--- config.mk ---
export PLATFORM = sky130hd
export DESIGN_NAME = smpq_cell
export DESIGN_NICKNAME = d
export VERILOG_FILES = /design/src/hdl/sorted_max_priority_queue_macros.svh /design/src/hdl/smpq_pkg.sv /design/src/hdl/smpq_cell.sv
export SDC_FILE = /design/constraint.sdc
export NUM_CORES = 1
export LEC_CHECK = 0
export CORE_ASPECT_RATIO = 0.9
export CORE_UTILIZATION = 56
export CTS_CLUSTER_DIAMETER = 40
export DETAILED_ROUTE_END_ITERATION = 12
export DONT_BUFFER_PORTS = 1
export PLACE_DENSITY = 0.72
export SKIP_CTS_REPAIR_TIMING = 1
export SYNTH_ARGS = -nofsm -noshare
export SYNTH_HDL_FRONTEND = slang
export SYNTH_SLANG_ARGS = --single-unit
export TNS_END_PERCENT = 1
--- constraint.sdc ---
create_clock -name clk_i -period 2.12 [get_ports clk_i]
set_input_delay 0.424 -clock clk_i [delete_from_list [all_inputs] [get_ports clk_i]]
set_output_delay 0.424 -clock clk_i [all_outputs]
set_load 0.01 [all_outputs]
--- src/hdl/sorted_max_priority_queue_macros.svh ---
// Assertion macros for the sorted max priority queue.
// Included by the top level; needs clk_i and rst_ni in the including scope.
`ifndef SORTED_MAX_PRIORITY_QUEUE_MACROS_SVH
`define SORTED_MAX_PRIORITY_QUEUE_MACROS_SVH
`ifndef NO_ASSERTIONS
// Check a property on every rising clock edge outside reset
`define SMPQ_ASSERT(lbl, prop) \
  lbl: assert property (@(posedge clk_i) disable iff (!rst_ni) prop) \
    else $error("smpq assertion failed");
// Check a property on every rising clock edge, reset included
`define SMPQ_ASSERT_ALWAYS(lbl, prop) \
  lbl: assert property (@(posedge clk_i) prop) \
    else $error("smpq assertion failed");
`else
`define SMPQ_ASSERT(lbl, prop)
`define SMPQ_ASSERT_ALWAYS(lbl, prop)
`endif
`endif

--- src/hdl/smpq_pkg.sv ---
// Shared types and constants for the sorted max priority queue.
// No dependencies; used by smpq_cell and sorted_max_priority_queue.
package smpq_pkg;

  localparam int DEPTH       = 128;
  localparam int VAL_W       = 16;
  localparam int CNT_W       = $clog2(DEPTH + 1);
  localparam int COUNT_OUT_W = 8;

  typedef enum logic {
    KIND_INSERT = 1'b0,
    KIND_POP    = 1'b1
  } kind_e;

  typedef enum logic [1:0] {
    ST_OK    = 2'd0,
    ST_EMPTY = 2'd1,
    ST_FULL  = 2'd2
  } status_e;

  // Command broadcast to every cell of the chain
  typedef struct packed {
    logic             en;
    logic             pop;
    logic [VAL_W-1:0] value;
  } cell_ctrl_t;

endpackage

--- src/hdl/smpq_cell.sv ---
// One storage cell of the sorted chain: holds a value, compares it with the
// broadcast insert value and shifts to or from its neighbors. Uses smpq_pkg.
module smpq_cell
  import smpq_pkg::*;
(
  input  logic             clk_i,
  input  cell_ctrl_t       ctrl_i,
  input  logic             occ_i,        // this cell holds a live entry
  input  logic             prev_stay_i,  // upper neighbor keeps its value
  input  logic [VAL_W-1:0] prev_value_i, // upper neighbor's value
  input  logic [VAL_W-1:0] next_value_i, // lower neighbor's value
  output logic             stay_o,
  output logic [VAL_W-1:0] value_o
);

  logic [VAL_W-1:0] value_q, value_d;

  // Keep the entry when the new value is strictly smaller
  assign stay_o = occ_i && (ctrl_i.value < value_q);

  // Pop shifts up; insert keeps, takes the new value, or shifts down
  always_comb begin
    value_d = value_q;
    if (ctrl_i.en) begin
      if (ctrl_i.pop) begin
        value_d = next_value_i;
      end else if (stay_o) begin
        value_d = value_q;
      end else if (prev_stay_i) begin
        value_d = ctrl_i.value;
      end else begin
        value_d = prev_value_i;
      end
    end
  end

  always_ff @(posedge clk_i) begin
    value_q <= value_d;
  end

  assign value_o = value_q;

endmodule

Word level (Yosys, flattened, before mapping). Cells that the tools add are included. Widths: inputs -> output; s select.

Register bits after elaboration: 16. Latch bits: 0. Bits in writable memories: 0. ROM bits: 0. Output and inout port bits: 17. Word-level logic and storage cells: 8. Memories kept: 0.

Add/subtract/negate cells: 0. Multiply operators: 0. Div/mod/pow operators: 0. Magnitude comparators: 1. Eq/ne operators: 1. Shift-type cells: 0. Muxes and demuxes: 3. Bitwise logic cells: 0. Reductions and logical operators: 2.

Operator list (count): $mux 16 (3); $lt 16x16->1 (1); $ne 2x2->1 const B (1); $reduce_and 2->1 (1); $logic_and 1x1->1 (1).

Longest topological paths before layout. Gate-level depths: netlist of the first run.

Word-level depth: 4. Depth in mapped cells: 6.

Worst setup path before layout of the first run. OpenSTA, ideal clock, no wires.

Path kind: register to register. Start: reg value_q[15], in the netlist value_o[15]. End: reg value_q[0], in the netlist value_o[0] (enable). Setup time: 375 ps. Arrival time: 1909 ps. Data required time: 1745 ps. Setup slack: -164 ps. Stages on the path, launching flop included: 7. Path buffers: 0. Path through: edfxtp_1 -> inv_1 -> ha_1 -> nand4_1 -> or3_1 -> nor4_2 -> o41a_1.

Longest elaborated chain between the ends: 4.

RTL lines: start: declaration (line smpq_cell.sv:16) `logic [VAL_W-1:0] value_q, value_d;`; start signal: assignment (line smpq_cell.sv:38) `value_q <= value_d;`; $lt 16x16->1 (line smpq_cell.sv:19) `assign stay_o = occ_i && (ctrl_i.value < value_q);`; $logic_and 1x1->1 (line smpq_cell.sv:19); $ne 2x2->1 (no source line); $reduce_and 2->1 (no source line).

Every way passes these cells. A chain may end at the register's enable or synchronous reset.

Worst setup path after layout of the first run.
Start: reg value_q[13], in the netlist value_o[13]. End: out stay_o.

Longest elaborated chain between the ends: 2.

RTL lines: $lt 16x16->1 (line smpq_cell.sv:19); $logic_and 1x1->1 (line smpq_cell.sv:19); end: declaration (line smpq_cell.sv:12) `output logic stay_o,`.

Every way passes these cells.

==> results of run 1 <==
==> metrics by stage <==
stage | hold slack (ns) | instances | setup TNS (ns) | cell area [um2] | power, mW
after CTS | 0.318 | 167 | -1.75 | 1410 | 0.759
after detailed placement | 0.620 | 163 | -1.84 | 1380 | 0.599
after global placement | 0.615 | 163 | -1.04 | 1380 | 0.592
after floorplan | 0.611 | 125 | 0 | 1230 | 0.545
final | 0.320 | 171 | -1.73 | 1520 | 0.790
after global routing | 0.322 | 171 | -3.02 | 1520 | 0.825
==> kinds of logic (layout without fill, tap and decap cells) <==
kind of cell,Yosys count,after routing
buffers and inverters,20,41
flip-flops,16,16
multiplexers,16,16
adder cells (fa/ha/maj),15,15
AO/OA/AOI/OAI,27,27
AND/OR/NAND/NOR,31,31
==> worst min-delay path by stage <==
stage,start,end,slack [ns],cells past startpoint
floorplan,next_value_i[13],value_o[13]$_DFFE_PP_,0.61,2
global placement,next_value_i[13],value_o[13]$_DFFE_PP_,0.62,2
detailed placement,next_value_i[13],value_o[13]$_DFFE_PP_,0.62,2
CTS,next_value_i[13],value_o[13]$_DFFE_PP_,0.32,2
global route,ctrl_i[16],value_o[12]$_DFFE_PP_,0.32,2
finish,next_value_i[13],value_o[13]$_DFFE_PP_,0.32,2
==> power by group through the flow <==
| stage | Combinational [mW] | Clock, mW | Sequential (mW) |
|---|---|---|---|
| after global placement | 0.188 | 0 | 0.404 |
| after floorplan | 0.130 | 0 | 0.415 |
| after CTS | 0.194 | 0.167 | 0.398 |
| after detailed placement | 0.193 | 0 | 0.405 |
| final | 0.225 | 0.166 | 0.400 |
| after global routing | 0.247 | 0.176 | 0.402 |
==> per-layer routing <==
layer	vias up	part of all wire, %	global-route usage [%]
met1	443	42	23.3
met4	0	0.88	8.11
met3	2	6.3	3.96
met5	-	0	0
li1	495	-	-
met2	48	51	35.6
==> critical path: cells and delay by family, from the launching register on <==
kind	cells	cell delay, ns
buffers and inverters	2	0.25
adder cells (fa/ha/maj)	1	0.27
flip-flops	1	0.41
AND/OR/NAND/NOR	4	0.77
==> cells in the final DEF (no fill, tap or decap), types with 2 or more instances in the layout <==
cell      count
a21oi_1       5
buf_4        22
clkbuf_4      3
edfxtp_1     16
ha_1          9
ha_4          6
inv_1        12
inv_2         3
mux2i_1      16
nand2_1      19
nand3_1       2
nand4_1       3
o21ai_0      18
==> area by class of cell <==
| type | instances | share of cell area, % |
|---|---|---|
| clock buffers | 3 | 1.48 |
| clock inverters | 1 | 0.246 |
| inverters | 15 | 3.69 |
| multi-input cells | 89 | 50.2 |
| flip-flops and latches | 16 | 31.5 |
| well taps | 25 | 2.05 |
| repair buffers | 22 | 10.8 |
==> impl_metrics.py, run 1 <==
metrics = {
    "status": {
        "status": "finished with violations",
        "violations": "setup timing",
    },
    "run": {
        "maxCapViolations": 0,
    },
    "critical_path": {
        "reg2reg_slack_ns": -0.10,
        "path_cells": "inv_1 > ha_4 > nand4_1 > or3_4 > nor4_4 > nor4_1 > buf_4",
        "cp_slowest_cell": "edfxtp_1",
        "cp-end-kind": "primary output",
        "cp.arrival_ns": 1.98,
        "path_class": "flop to primary output",
        "reg2regPathDepth": 6,
        "slowest_delay_ns": 0.41,
        "cp-startpoint": "value_o[13]$_DFFE_PP_",
        "path_max_fanout": 2,
        "required_ns": 1.70,
        "crit_end": "stay_o",
        "start_kind": "flop",
        "r2r-start": "value_o[13]$_DFFE_PP_",
        "worst_r2r_endpoint": "value_o[3]$_DFFE_PP_",
    },
    "cells_and_area": {
        "multi_input_area_um2": 764,
        "fillers": 148,
        "largest_reg_flops": 16,
        "antenna_cells": 0,
        "final_core_util_pct": 76.6,
        "syn2layout_area_growth_pct": 23.7,
        "layout.nets": 215,
        "layout-drive-gt1-share_pct": 28.1,
        "register_area_um2": 480,
    },
    "grt": {
        "grt_overflow": 0,
        "grt_pass1_vias": 822,
        "grt_use_total_pct": 19.8,
        "antenna_found_initial": 0,
        "grt_max_degree": 34,
        "grt_pass1_wl_mm": 3.39,
    },
    "yosys": {
        "ys.flop_type": "edfxtp_1",
        "synth.net_count": 193,
        "ys_seq_area_share_pct": 39.0,
        "yosys.area.top_type": "edfxtp_1",
        "synth_top_area_share_pct": 39.0,
        "synth_commonest_cells": "nand2_1, o21ai_0, edfxtp_1, mux2i_1",
        "yosysUniqueCellTypes": 22,
        "synthTopCellsByArea": "edfxtp_1, ha_1, mux2i_1",
        "synth_compound_area_share_pct": 13.8,
        "synthesis.area_mm2": 0.00123,
        "yosys_warnings": 0,
        "synth-simple-area-share_pct": 12.7,
        "synth-adder-area-share_pct": 15.2,
        "async_reset_ff_share_pct": 0,
        "synth_cells": 125,
        "synth_most_common_cell": "nand2_1",
        "postSynthAreaPerCell_um2": 9.86,
        "synth_top_family_by_area": "adder cells",
        "synthMuxAreaShare_pct": 13.0,
        "ys_ff_latch": 16,
        "synth_edf_count": 16,
        "synth_xor_area_share_pct": 0,
    },
    "sta": {
        "finalSetupViolCount": 17,
        "final_max_slew_viol_count": 0,
        "finalHoldViolations": 0,
        "rsz0062_at_grt": "yes",
        "fmax_mhz": 416,
        "layout_min_cycle_time_ns": 2.40,
        "setup_ws_ns": -0.282,
        "post-route-period-util_pct": 113,
        "tightest_slew_ns": 0.387,
        "relSlewSlack_pct": 74.2,
        "fin_skew_ns": 0.0133,
    },
    "power_and_ir_drop": {
        "p_per_area_mw_per_mm2": 519,
        "p_sw_mw": 0.219,
        "clkPwrFrac_pct": 21.0,
        "power_frac_seq_pct": 50.6,
        "irDropWorstVdd_v": 0.000490,
        "netSwitchingFraction_pct": 27.8,
        "leakagePower_nw": 0.666,
        "power_frac_comb_pct": 28.5,
        "p_int_mw": 0.571,
    },
    "worst_hold_path": {
        "hp-class": "input port to flop",
    },
    "die": {
        "die_x_um": 51.5,
        "initial_utilization_pct": 61.9,
        "die_y_um": 46.5,
        "dieArea_mm2": 0.00239,
        "rows": 15,
        "core_mm2": 0.00199,
        "ios": 70,
    },
    "placed_design": {
        "portBuffers": 0,
        "gp_congestion": 0.664,
        "preCtsSetupSlack_ns": -0.115,
        "hpwl_mm": 1.93,
    },
    "routing": {
        "vias": 988,
        "post_drt_via_cell_ratio": 5.78,
        "wirelength_mm": 2.73,
        "antenna_left": 0,
        "firstDrtPassIters": 5,
        "wl_per_cell_um": 16.0,
        "drt-initial-drc-count": 12,
        "drc": 0,
    },
    "cts": {
        "numCtsBuffers": 3,
        "cts_tree": "done",
        "cts-root-buf": "clkbuf_4",
        "clock-sinks": 16,
        "cts.clk_slew.worst_paths_ns": 0.10,
        "cts.htree.levels": 1,
        "worstSkewPairLatency_ns": 0.29,
        "clockBufferDepth": 2,
    },
}
Power figures use the tool's default switching activity.
==> run 2, diff against run 1 <==
--- a/config.mk
+++ b/config.mk
@@ -5,6 +5,7 @@
 export SDC_FILE = /design/constraint.sdc
 export NUM_CORES = 1
 export LEC_CHECK = 0
+export CAP_MARGIN = 0
 export CORE_ASPECT_RATIO = 0.9
 export CORE_UTILIZATION = 56
 export CTS_CLUSTER_DIAMETER = 40
==> constraint.sdc (replaced) <==
create_clock -name clk_i -period 2.13 [get_ports clk_i]
set_input_delay 0.426 -clock clk_i [delete_from_list [all_inputs] [get_ports clk_i]]
set_output_delay 0.426 -clock clk_i [all_outputs]
set_load 0.01 [all_outputs]
==> run 2 against run 1 <==
Effect of this change: the flow still finishes with violations (setup timing); total power down 2.2%; sequential power about the same; die area unchanged; cell count down 2.3%; register-to-register slack better by 0.05 ns; largest cell class unchanged; worst hold slack better by 0.0053 ns; non-clock buffer count down 3; sequential cell count unchanged; setup slack better by 0.066 ns; highest routed layer unchanged; global-route usage up 0.84 points; clock-buffer cell count unchanged; via count down 2.2%.
==> impl_metrics.py, run 2 (synthesis gave the netlist of run 1 again) <==
metrics = {
    "power_and_ir_drop": {
        "p_int_mw": 0.562,
        "power_frac_comb_pct": 28.4,
        "leakagePower_nw": 0.652,
        "p_sw_mw": 0.211,
        "power_frac_seq_pct": 51.3,
        "irDropWorstVdd_v": 0.000501,
        "p_per_area_mw_per_mm2": 513,
        "netSwitchingFraction_pct": 27.3,
        "clkPwrFrac_pct": 20.3,
        "total_power_mw": 0.773,
    },
    "critical_path": {
        "path_class": "flop to primary output",
        "path_cells": "inv_1 > ha_4 > nand4_1 > or3_4 > nor4_4 > nor4_2 > buf_4",
        "path_max_fanout": 2,
        "start_kind": "flop",
        "critPathBufInv": 2,
        "path_delay_family": "simple AND/OR/NAND/NOR gates",
        "cp-end-kind": "primary output",
        "required_ns": 1.70,
        "slowest_delay_ns": 0.40,
        "cp_slowest_cell": "or3_4",
        "cp.arrival_ns": 1.92,
    },
    "die": {
        "dieArea_mm2": 0.00239,
        "initial_utilization_pct": 61.9,
        "die_x_um": 51.5,
        "rows": 15,
        "core_mm2": 0.00199,
        "ios": 70,
        "die_y_um": 46.5,
    },
    "placed_design": {
        "preCtsSetupSlack_ns": -0.0889,
        "placed_area_mm2": 0.00138,
        "hpwl_mm": 1.89,
        "portBuffers": 0,
        "gp_congestion": 0.661,
        "dp.cells": 163,
    },
    "sta": {
        "tightest_slew_ns": 0.387,
        "finalHoldViolations": 0,
        "fin_skew_ns": 0.00535,
        "relSlewSlack_pct": 74.2,
        "setup_ws_ns": -0.216,
        "layout_min_cycle_time_ns": 2.35,
        "post-route-period-util_pct": 110,
        "rsz0062_at_grt": "yes",
        "final_max_slew_viol_count": 0,
        "fmax_mhz": 426,
        "finalSetupViolCount": 17,
    },
    "cells_and_area": {
        "fillers": 146,
        "syn2layout_area_growth_pct": 22.3,
        "final_cells": 167,
        "final_cell_mix": "nand2_1, buf_4, o21ai_0, mux2i_1, edfxtp_1",
        "layout.nets": 212,
        "largest_reg_flops": 16,
        "layout-drive-gt1-share_pct": 27.5,
        "antenna_cells": 0,
        "final_area_mm2": 0.00151,
    },
    "routing": {
        "drc": 0,
        "drt-initial-drc-count": 14,
        "wirelength_mm": 2.60,
        "firstDrtPassIters": 4,
        "post_drt_via_cell_ratio": 5.78,
        "antenna_left": 0,
        "wl_per_cell_um": 15.6,
        "vias": 966,
    },
    "grt": {
        "grt_pass1_wl_mm": 3.52,
        "grt_use_total_pct": 20.7,
        "grt_pass1_vias": 870,
        "antenna_found_initial": 0,
        "grt_overflow": 0,
        "grt_max_degree": 34,
    },
    "status": {
        "status": "finished with violations",
        "violations": "setup timing",
    },
    "cts": {
        "clock-sinks": 16,
        "cts_tree": "done",
        "worstSkewPairLatency_ns": 0.29,
        "numCtsBuffers": 3,
        "cts.clk_slew.worst_paths_ns": 0.09,
        "cts.htree.levels": 1,
        "cts-root-buf": "clkbuf_4",
        "clockBufferDepth": 2,
    },
    "worst_hold_path": {
        "hp-class": "input port to flop",
    },
    "run": {
        "maxCapViolations": 0,
    },
}
run 2: changes by cell type in the layout (fill, tap and decap cells not counted):
cell and delta:
inv_2 -1, nor4_1 -1, inv_1 +1, clkinv_1 -1, a21oi_1 -1, nor4_2 +1
buf_4 -3, a21oi_2 +1
run 2: layout make-up:
class / instances / area [um2] / area share (%)
inverter: 15 / 56.3 / 3.73
clock buffer: 3 / 22.5 / 1.49
tap: 25 / 31.3 / 2.07
multi-input combinational: 89 / 774 / 51.4
timing repair buffer: 19 / 143 / 9.46
sequential: 16 / 480 / 31.9
run 2: per-layer routing:
| layer | share of wire (%) | GRT usage (%) | up-vias |
|---|---|---|---|
| met1 | 41 | 23.9 | 420 |
| met3 | 8.2 | 5.61 | 6 |
| met5 | 0 | 0 | - |
| li1 | - | - | 484 |
| met2 | 49 | 35.8 | 56 |
| met4 | 1.5 | 9.73 | 0 |
run 2: power groups by stage:
stage	sequential [mW]	combinational, mW	clock [mW]
final	0.397	0.219	0.157
after CTS	0.396	0.193	0.159
after floorplan	0.413	0.129	0
after global placement	0.402	0.187	0
after global routing	0.400	0.242	0.168
after detailed placement	0.403	0.193	0
run 2: worst reg2reg max path, stage by stage (launching register included):
cell and delay, ns:
edfxtp_1 0.36, inv_1 0.07, ha_4 0.27, nand4_1 0.13, or3_4 0.40, nor4_4 0.18
o41a_2 0.44
run 2: path summary, 6_finish.rpt:
check | start | to | slack, ns | depth (start not counted)
worst min register to register | value_o[15]$_DFFE_PP_ | value_o[11]$_DFFE_PP_ | 1.43 | 5
worst max-delay path | value_o[9]$_DFFE_PP_ | stay_o | -0.22 | 7
worst max register to register | value_o[9]$_DFFE_PP_ | value_o[15]$_DFFE_PP_ | -0.05 | 6
worst min-delay path | ctrl_i[16] | value_o[14]$_DFFE_PP_ | 0.32 | 2
run 2: through the flow:
step | utilization (%) | hold WS [ns] | setup TNS (ns)
6_report | 75.8 | 0.325 | -1.01
5_1_grt | 75.8 | 0.326 | -2.77
4_1_cts | 70.4 | 0.329 | -1.19
3_5_place_dp | 69.3 | 0.625 | -1.42
3_3_place_gp | 69.3 | 0.617 | -0.894
2_1_floorplan | - | 0.613 | 0
